===== src/sv/prqs_pkg.sv =====
// ----------------------------------------------------------------------------
// prqs_pkg: shared definitions of the priority ready queue scheduler
// Sizes of the thread and level tables, command and status codes.
// ----------------------------------------------------------------------------
package prqs_pkg;

	// Table sizes. A null link is the value THREADS.
	localparam int THREADS = 8;
	localparam int LEVELS  = 16;
	localparam int TID_W   = $clog2(THREADS);
	localparam int PTR_W   = $clog2(THREADS + 1);
	localparam int LVL_W   = $clog2(LEVELS);
	localparam logic [PTR_W-1:0] NIL = PTR_W'(THREADS);

	// Widths of the stream words.
	localparam int IN_W  = 16;
	localparam int OUT_W = 16;

	typedef enum logic [2:0] {
		OP_CREATE   = 3'd0,
		OP_EXIT     = 3'd1,
		OP_READY    = 3'd2,
		OP_RUN      = 3'd3,
		OP_PRIORITY = 3'd4,
		OP_SCHEDULE = 3'd5
	} opcode_t;

	typedef enum logic [2:0] {
		ST_OK        = 3'd0,
		ST_ALREADY   = 3'd1,
		ST_UNUSED    = 3'd2,
		ST_NO_SLOT   = 3'd3,
		ST_NOTHING   = 3'd4,
		ST_NOT_HEAD  = 3'd5
	} status_t;

endpackage


===== src/sv/priority_ready_queue_scheduler.sv =====
// ----------------------------------------------------------------------------
// priority_ready_queue_scheduler: multilevel FIFO ready queue
// Keeps one linked FIFO of ready threads per priority level and executes
// one scheduler command per input word, returning one status word.
// ----------------------------------------------------------------------------
// Usage:
// Commands enter on the s_ stream; each accepted word carries an opcode, a
// thread slot and a requested level. Every command produces exactly one
// result word on the m_ stream with a status, a thread slot and a level.
// A small sequencer works each command through the shared tables in steps:
// fetch the slot entry and the head of its level and decide, then update
// the links, head and tail, then load the output register. A new word is
// taken only once the sequencer is back in idle, after the result of the
// last one has been loaded into the output register. Schedule instead
// walks the level heads one per cycle through a single compare, from the
// most urgent level down, and goes from the walk straight to the output
// register. s_tready is high only while the sequencer is idle.
// The result register decouples the two sides: a new command is accepted
// while a finished result still waits, but a second result is held back
// until m_tready takes the first. After reset all slots are free, nothing
// is ready, every head, tail and link is null, and no result is pending.
// ----------------------------------------------------------------------------
module priority_ready_queue_scheduler (
	input  logic                      clk,
	input  logic                      arst_n,
	input  logic                      s_tvalid,
	output logic                      s_tready,
	// s_tdata, from bit 0 up: opcode[2:0], thread_id[5:3], priority_req[10:6]
	input  logic [prqs_pkg::IN_W-1:0] s_tdata,
	output logic                      m_tvalid,
	input  logic                      m_tready,
	// m_tdata, from bit 0 up: status[2:0], result_thread[5:3], old_priority[9:6]
	output logic [prqs_pkg::OUT_W-1:0] m_tdata
);
	import prqs_pkg::*;

	typedef enum logic [2:0] {
		S_IDLE,
		S_FETCH,
		S_EXEC,
		S_SCAN,
		S_DONE
	} state_t;

	// Table update chosen in the fetch step.
	typedef enum logic [2:0] {
		ACT_NONE,
		ACT_ENQ,
		ACT_DEQ,
		ACT_FREE,
		ACT_DEQ_FREE
	} action_t;

	state_t               state_q;
	action_t              act_q;

	// Thread and level tables.
	logic [THREADS-1:0]   used_q;
	logic [THREADS-1:0]   ready_q;
	logic [LVL_W-1:0]     level_q [THREADS];
	logic [PTR_W-1:0]     next_q  [THREADS];
	logic [PTR_W-1:0]     head_q  [LEVELS];
	logic [PTR_W-1:0]     tail_q  [LEVELS];

	// Latched command and working registers.
	opcode_t              op_q;
	logic [TID_W-1:0]     tgt_q;
	logic                 no_slot_q;
	logic signed [4:0]    preq_q;
	logic [LVL_W-1:0]     lvl_q;
	logic [LVL_W-1:0]     scan_q;
	status_t              status_q;
	logic [TID_W-1:0]     res_q;
	logic [LVL_W-1:0]     oldp_q;

	// Result register.
	logic                 out_valid_q;
	status_t              out_status_q;
	logic [TID_W-1:0]     out_thread_q;
	logic [LVL_W-1:0]     out_level_q;

	// Fields of the incoming word.
	logic [2:0]           in_opcode;
	logic [TID_W-1:0]     in_thread;
	logic signed [4:0]    in_preq;

	assign in_opcode = s_tdata[2:0];
	assign in_thread = s_tdata[5:3];
	assign in_preq   = s_tdata[10:6];

	// Lowest free slot, found from the used bits.
	logic [TID_W-1:0]     free_idx;
	logic                 free_any;

	always_comb begin
		free_idx = '0;
		free_any = 1'b0;
		for (int i = THREADS - 1; i >= 0; i--) begin
			if (!used_q[i]) begin
				free_idx = TID_W'(i);
				free_any = 1'b1;
			end
		end
	end

	// Slot entry of the target and the head of its level.
	logic                 cur_used;
	logic                 cur_ready;
	logic [LVL_W-1:0]     cur_lvl;
	logic                 cur_is_head;
	logic                 keep_lvl;
	logic [4:0]           preq_u;
	logic [LVL_W-1:0]     req_lvl;
	logic [LVL_W-1:0]     new_lvl;

	always_comb begin
		cur_used    = used_q[tgt_q];
		cur_ready   = ready_q[tgt_q];
		cur_lvl     = level_q[tgt_q];
		cur_is_head = (head_q[cur_lvl] == PTR_W'(tgt_q));
		keep_lvl    = preq_q[4];
		preq_u      = $unsigned(preq_q);
		// A level beyond the table saturates to the least urgent one.
		req_lvl     = (int'(preq_u) < LEVELS) ? LVL_W'(preq_u) : LVL_W'(LEVELS - 1);
		new_lvl     = keep_lvl ? cur_lvl : req_lvl;
	end

	// Scan compare: does the level under the scan pointer hold a thread?
	logic [PTR_W-1:0]     scan_head;
	logic                 scan_hit;

	assign scan_head = head_q[scan_q];
	assign scan_hit  = (scan_head < NIL);

	// Tail of the working level and link of the target for the update step.
	logic [PTR_W-1:0]     work_tail;
	logic [PTR_W-1:0]     work_next;

	assign work_tail = tail_q[lvl_q];
	assign work_next = next_q[tgt_q];

	assign s_tready = (state_q == S_IDLE);
	assign m_tvalid = out_valid_q;

	always_comb begin
		m_tdata      = '0;
		m_tdata[2:0] = out_status_q;
		m_tdata[5:3] = out_thread_q;
		m_tdata[9:6] = out_level_q;
	end

	always_ff @(posedge clk or negedge arst_n) begin
		if (!arst_n) begin
			state_q      <= S_IDLE;
			act_q        <= ACT_NONE;
			out_valid_q  <= 1'b0;
			out_status_q <= ST_OK;
			out_thread_q <= '0;
			out_level_q  <= '0;
			op_q         <= OP_CREATE;
			tgt_q        <= '0;
			no_slot_q    <= 1'b0;
			preq_q       <= '0;
			lvl_q        <= '0;
			scan_q       <= '0;
			status_q     <= ST_OK;
			res_q        <= '0;
			oldp_q       <= '0;
			used_q       <= '0;
			ready_q      <= '0;
			for (int i = 0; i < THREADS; i++) begin
				level_q[i] <= '0;
				next_q[i]  <= NIL;
			end
			for (int i = 0; i < LEVELS; i++) begin
				head_q[i] <= NIL;
				tail_q[i] <= NIL;
			end
		end else begin
			// A result taken while the next one is loaded stays valid below.
			if (out_valid_q && m_tready && state_q != S_DONE) begin
				out_valid_q <= 1'b0;
			end

			unique case (state_q)
				S_IDLE: begin
					if (s_tvalid) begin
						op_q      <= opcode_t'(in_opcode);
						preq_q    <= in_preq;
						tgt_q     <= (in_opcode == OP_CREATE) ? free_idx : in_thread;
						no_slot_q <= !free_any;
						scan_q    <= '0;
						state_q   <= S_FETCH;
					end
				end

				S_FETCH: begin
					// Decide the outcome from the slot entry; tables stay untouched.
					act_q    <= ACT_NONE;
					status_q <= ST_OK;
					res_q    <= '0;
					oldp_q   <= '0;
					lvl_q    <= cur_lvl;
					state_q  <= S_EXEC;
					priority case (1'b1)
						(op_q == OP_CREATE): begin
							if (no_slot_q) begin
								status_q <= ST_NO_SLOT;
							end else begin
								act_q  <= ACT_ENQ;
								lvl_q  <= new_lvl;
								res_q  <= tgt_q;
								oldp_q <= new_lvl;
							end
						end
						(op_q == OP_SCHEDULE): begin
							state_q <= S_SCAN;
						end
						(op_q != OP_EXIT && op_q != OP_READY && op_q != OP_RUN &&
						 op_q != OP_PRIORITY): begin
							// Unknown opcode: plain ok, nothing changes.
						end
						(!cur_used): begin
							status_q <= ST_UNUSED;
							oldp_q   <= cur_lvl;
						end
						default: begin
							oldp_q <= cur_lvl;
							unique case (op_q)
								OP_EXIT: begin
									if (cur_ready && !cur_is_head) begin
										status_q <= ST_NOT_HEAD;
									end else begin
										act_q <= cur_ready ? ACT_DEQ_FREE : ACT_FREE;
									end
								end
								OP_READY: begin
									if (cur_ready) begin
										status_q <= ST_ALREADY;
									end else begin
										act_q <= ACT_ENQ;
									end
								end
								OP_RUN: begin
									if (!cur_ready) begin
										status_q <= ST_ALREADY;
									end else if (!cur_is_head) begin
										status_q <= ST_NOT_HEAD;
									end else begin
										act_q <= ACT_DEQ;
									end
								end
								default: begin
									// Change of priority.
									if (cur_ready) begin
										status_q <= ST_ALREADY;
									end else begin
										act_q <= ACT_ENQ;
										lvl_q <= new_lvl;
									end
								end
							endcase
						end
					endcase
				end

				S_SCAN: begin
					// One level head checked per cycle, most urgent first.
					if (scan_hit) begin
						res_q    <= scan_head[TID_W-1:0];
						oldp_q   <= scan_q;
						state_q  <= S_DONE;
					end else if (scan_q == LVL_W'(LEVELS - 1)) begin
						status_q <= ST_NOTHING;
						state_q  <= S_DONE;
					end else begin
						scan_q <= scan_q + 1'b1;
					end
				end

				S_EXEC: begin
					unique case (act_q)
						ACT_ENQ: begin
							// Append at the tail of the working level.
							if (work_tail < NIL) begin
								next_q[work_tail[TID_W-1:0]] <= PTR_W'(tgt_q);
							end else begin
								head_q[lvl_q] <= PTR_W'(tgt_q);
							end
							tail_q[lvl_q]  <= PTR_W'(tgt_q);
							next_q[tgt_q]  <= NIL;
							level_q[tgt_q] <= lvl_q;
							used_q[tgt_q]  <= 1'b1;
							ready_q[tgt_q] <= 1'b1;
						end
						ACT_DEQ, ACT_DEQ_FREE: begin
							// The target heads its level: its successor becomes head.
							head_q[lvl_q] <= work_next;
							if (!(work_next < NIL)) begin
								tail_q[lvl_q] <= NIL;
							end
							ready_q[tgt_q] <= 1'b0;
							next_q[tgt_q]  <= NIL;
							if (act_q == ACT_DEQ_FREE) begin
								used_q[tgt_q]  <= 1'b0;
								level_q[tgt_q] <= '0;
							end
						end
						ACT_FREE: begin
							used_q[tgt_q]  <= 1'b0;
							ready_q[tgt_q] <= 1'b0;
							level_q[tgt_q] <= '0;
							next_q[tgt_q]  <= NIL;
						end
						default: begin
						end
					endcase
					state_q <= S_DONE;
				end

				S_DONE: begin
					// Load the result once the previous one has left.
					if (!out_valid_q || m_tready) begin
						out_valid_q  <= 1'b1;
						out_status_q <= status_q;
						out_thread_q <= res_q;
						out_level_q  <= oldp_q;
						state_q      <= S_IDLE;
					end
				end

				default: begin
					state_q <= S_IDLE;
				end
			endcase
		end
	end

endmodule


===== config.mk =====
export PLATFORM = sky130hd
export DESIGN_NAME = priority_ready_queue_scheduler
export DESIGN_NICKNAME = d
export VERILOG_FILES = /design/src/sv/prqs_pkg.sv /design/src/sv/priority_ready_queue_scheduler.sv
export SDC_FILE = /design/constraint.sdc
export NUM_CORES = 1
export LEC_CHECK = 0
export BUFFER_PORTS_ARGS = -buffer_cell sky130_fd_sc_hd__buf_2
export CORE_MARGIN = 3
export CORE_UTILIZATION = 45
export DETAILED_ROUTE_END_ITERATION = 8
export PLACE_DENSITY = 0.7
export RECOVER_POWER = 100
export SYNTH_ARGS = -nofsm -noshare
export SYNTH_HDL_FRONTEND = slang
export SYNTH_SLANG_ARGS = --single-unit

===== constraint.sdc =====
create_clock -name clk -period 3.9 [get_ports clk]
set_input_delay 1.17 -clock clk [delete_from_list [all_inputs] [get_ports clk]]
set_output_delay 1.17 -clock clk [all_outputs]
set_load 0.01 [all_outputs]

==> reports/metrics.json <==
{
  "run_status": {
    "result_of_the_run": "complete, but fails checks",
    "failed_checks": "capacitance limit, slew limit"
  },
  "setup_path": {
    "crit_path_start_kind": "register",
    "critPathLaunch": "tgt_q[2]$_DFFE_PN0P_",
    "critical_path.max_fanout": 13,
    "cp_top_family": "multiplexers",
    "cp_slowest_stage_delay_ns": 0.78,
    "crit_buf_inv": 0,
    "critPathRequiredTime_ns": 4.31,
    "worstReg2RegStart": "tgt_q[2]$_DFFE_PN0P_",
    "timing.critical_path.cells": "mux4_2, mux2_1, mux2i_1, a22oi_1, and3_1, nor3_1, nand3_1, a221o_1",
    "critical_path.slowest_cell": "sky130_fd_sc_hd__dfrtp_1",
    "worstSetupPathType": "reg2reg",
    "cp_data_arrival_time_ns": 3.99,
    "endpoint_kind": "register"
  },
  "yosys": {
    "synth_top_cell_by_area": "sky130_fd_sc_hd__dfrtp_1",
    "cell_types_with_the_largest_area_share_after_synthesis": "sky130_fd_sc_hd__dfrtp_1, sky130_fd_sc_hd__mux4_2, sky130_fd_sc_hd__dfstp_2, sky130_fd_sc_hd__mux2_2, sky130_fd_sc_hd__nand2_1",
    "syn_avg_cell_area_um2": 10.9,
    "synthesis.yosys.warnings": 0,
    "yosys.cell_count.top_type": "sky130_fd_sc_hd__dfrtp_1",
    "synth_compound_gate_area_share_pct": 11.1,
    "ys_async_sr_fraction_pct": 100,
    "synth_top_family_by_area": "multiplexers",
    "portion_of_synthesized_cell_area_occupied_by_the_leading_cell_type_pct": 42.0,
    "synth.mux.area_fraction_pct": 22.5,
    "netlist_top_cells_count": "sky130_fd_sc_hd__dfrtp_1, sky130_fd_sc_hd__nand2_1, sky130_fd_sc_hd__o21ai_0",
    "synth_seq_cells": 255,
    "distinct_cell_type_count_of_the_synthesized_netlist": 64,
    "netlist_area_um2": 12800,
    "synth_fa_ha_area_share_pct": 0.176,
    "number_of_flops_mapped_to_enable_cells_by_yosys": 0,
    "syn_inst": 1175,
    "ys.flop_type": "sky130_fd_sc_hd__dfrtp_1",
    "synth.yosys.seq_area_share_pct": 50.3,
    "post_synth_xor_area_fraction_pct": 0.274,
    "synth-simple-area-share_pct": 12.7
  },
  "layout": {
    "regArea_um2": 6430,
    "drive_above_1_share_pct": 22.2,
    "fill_cells": 2519,
    "fin_nets": 1220,
    "final_core_util_pct": 51.0,
    "final_cell_area_um2": 14200,
    "multi_input_combinational_cell_area_um2": 5990,
    "area.growth.synth_to_final_pct": 11.3,
    "antenna-diode-count": 0,
    "layoutNonFillerInstCount": 1596
  },
  "route": {
    "route.met3.wl_um": 1600,
    "first_pass_iteration_count_of_the_detailed_router": 6,
    "ant_nets": 0,
    "wire_per_inst_um": 19.1,
    "route.top_layer_used": "met4",
    "drt-vias-per-instance": 5.73,
    "wl_um": 30500,
    "drt_met1_wl_um": 13800,
    "met2WireLength_um": 14500,
    "dr.first_iter.drc_count": 820,
    "vias": 9150,
    "drc_errors": 0
  },
  "clock_tree": {
    "cts_repair_resize_count": 0,
    "clock_transition_at_the_registers_of_the_reported_paths_ns": 0.06,
    "clkLatencyLatePin_ns": 0.53,
    "cts.sink_count": 255,
    "clock_tree_from_tritoncts": "done",
    "tritoncts.num_buffers": 27,
    "holdBufCountCts": 0,
    "clock-root-buffer": "sky130_fd_sc_hd__clkbuf_16",
    "cts_max_path_buffers": 3,
    "cts.repair_timing.setup_buffer_count": 0,
    "cts-htree-levels": 1
  },
  "die": {
    "core.rowCount": 61,
    "fp.dieW_um": 175,
    "initial_utilization_pct": 45.8,
    "floorplan.io_pins": 38,
    "die_h_um": 175,
    "floorplan_die_area_um2": 30500,
    "core_um2": 27900
  },
  "place": {
    "cells_after_dpl": 1548,
    "place.gp.congestion": 0.882,
    "port_buffers": 26,
    "postPlaceCellArea_um2": 13400,
    "dpl_wire_length_um": 21400
  },
  "min_path": {
    "worstHoldPathType": "reg2reg",
    "min_from": "next_q[1]$_DFFE_PN0P_"
  },
  "sta": {
    "final_min_period_over_clock_period_pct": 91.8,
    "timing.final.hold_violations": 0,
    "relSlewSlack_pct": -38.0,
    "timing_worst_slew_pin_value_ns": 2.07,
    "grt_setup_unrepaired": "no",
    "timing.clock.skew_ns": 0.00940,
    "final_worst_hold_slack_ns": 0.480,
    "finalCriticalPeriod_ns": 3.58,
    "setup_viol": 0,
    "report.final.slew_viol_count": 81,
    "highest_attainable_clock_frequency_mhz": 279,
    "setup-tns-final_ns": 0
  },
  "pwr": {
    "power.ir.vdd_worst_v": 0.000347,
    "power.density_nw_per_um2": 653,
    "cell_leakage_power_nw": 6.38
  },
  "global_routing": {
    "via_count_of_the_first_global_routing_pass": 9193,
    "overflow": 0,
    "antenna_found_initial": 0,
    "globalRouteTotalUtil_pct": 20.1,
    "grt_start_max_net_pins": 82,
    "grt_pass1_wl_um": 49900
  },
  "run": {
    "maxCapViolations": 1
  }
}
-- power by group --
group / internal [mW] / switching (mW)
clock: 1.64 / 1.03
combinational: 1.14 / 1.80
sequential: 3.16 / 0.521
-- layout make-up --
| type | count | area share (%) |
|---|---|---|
| Multi-Input combinational cell | 840 | 42.0 |
| Clock buffer | 37 | 5.43 |
| Inverter | 14 | 0.369 |
| Clock inverter | 11 | 1.12 |
| Timing Repair Buffer | 61 | 2.53 |
| Sequential cell | 255 | 45.2 |
| Tap cell | 378 | 3.32 |
-- final timing paths --
kind                                           end  slack [ns]  depth (start not counted)
max                        status_q[0]$_DFFE_PN0P_        0.32                          8
min                          next_q[1]$_DFFE_PN0P_        0.48                          2
max reg2reg                status_q[0]$_DFFE_PN0P_        0.32                          8
min reg2reg                  next_q[1]$_DFFE_PN0P_        0.48                          2
max in group asynchronous    head_q[5]$_DFFE_PN0P_        0.66                          2
min in group asynchronous   level_q[9]$_DFFE_PN0P_        1.20                          1
-- sequential cells by signal (all words and copies together) (netlist names), 3 cells and up, named ones only --
name	count
act_q	3
head_q	64
level_q	32
lvl_q	4
next_q	32
oldp_q	4
op_q	3
out_level_q	4
out_status_q	3
out_thread_q	3
preq_q	5
res_q	3
scan_q	4
state_q	3
status_q	3
tail_q	64
tgt_q	3
-- stage by stage --
stage / worst slack (ns) / power [mW]
floorplan: 1.16 / 5.77
global placement: 0.574 / 6.60
detailed placement: 0.499 / 6.69
CTS: 0.481 / 9.38
global route: 0.143 / 9.84
finish: 0.320 / 9.30
-- logic make-up after synthesis --
kind of cell	Yosys count
simple gates	377
flops	255
compound gates	241
mux	210
buf+inv	85
xor+xnor	4
fa+ha+maj	2
other cells	1
-- cell usage in the layout (no fill, tap or decap), types with 26 or more instances in the layout --
cell type and instances:
sky130_fd_sc_hd__dfrtp_1 213, sky130_fd_sc_hd__mux2_2 88, sky130_fd_sc_hd__clkbuf_16 27, sky130_fd_sc_hd__mux4_2 50, sky130_fd_sc_hd__mux2i_1 62, sky130_fd_sc_hd__nand2_1 193
sky130_fd_sc_hd__nor2_1 96, sky130_fd_sc_hd__clkbuf_1 26, sky130_fd_sc_hd__o21ai_0 118, sky130_fd_sc_hd__dfstp_2 40, sky130_fd_sc_hd__a21oi_1 30
-- worst min-delay path: stages, from the launching register on --
cell	delay, ns
sky130_fd_sc_hd__dfrtp_1	0.34
sky130_fd_sc_hd__nand2_1	0.05
sky130_fd_sc_hd__o21ai_1	0.06
-- per-layer routing --
| metal | GRT usage (%) | vias to the layer above |
|---|---|---|
| met1 | 28.3 | 4593 |
| li1 | - | 4259 |
| met2 | 33.1 | 251 |
| met3 | 3.32 | 47 |
| met5 | 0 | - |
| met4 | 4.72 | 0 |
No activity file was read; power rests on OpenSTA's default activity.
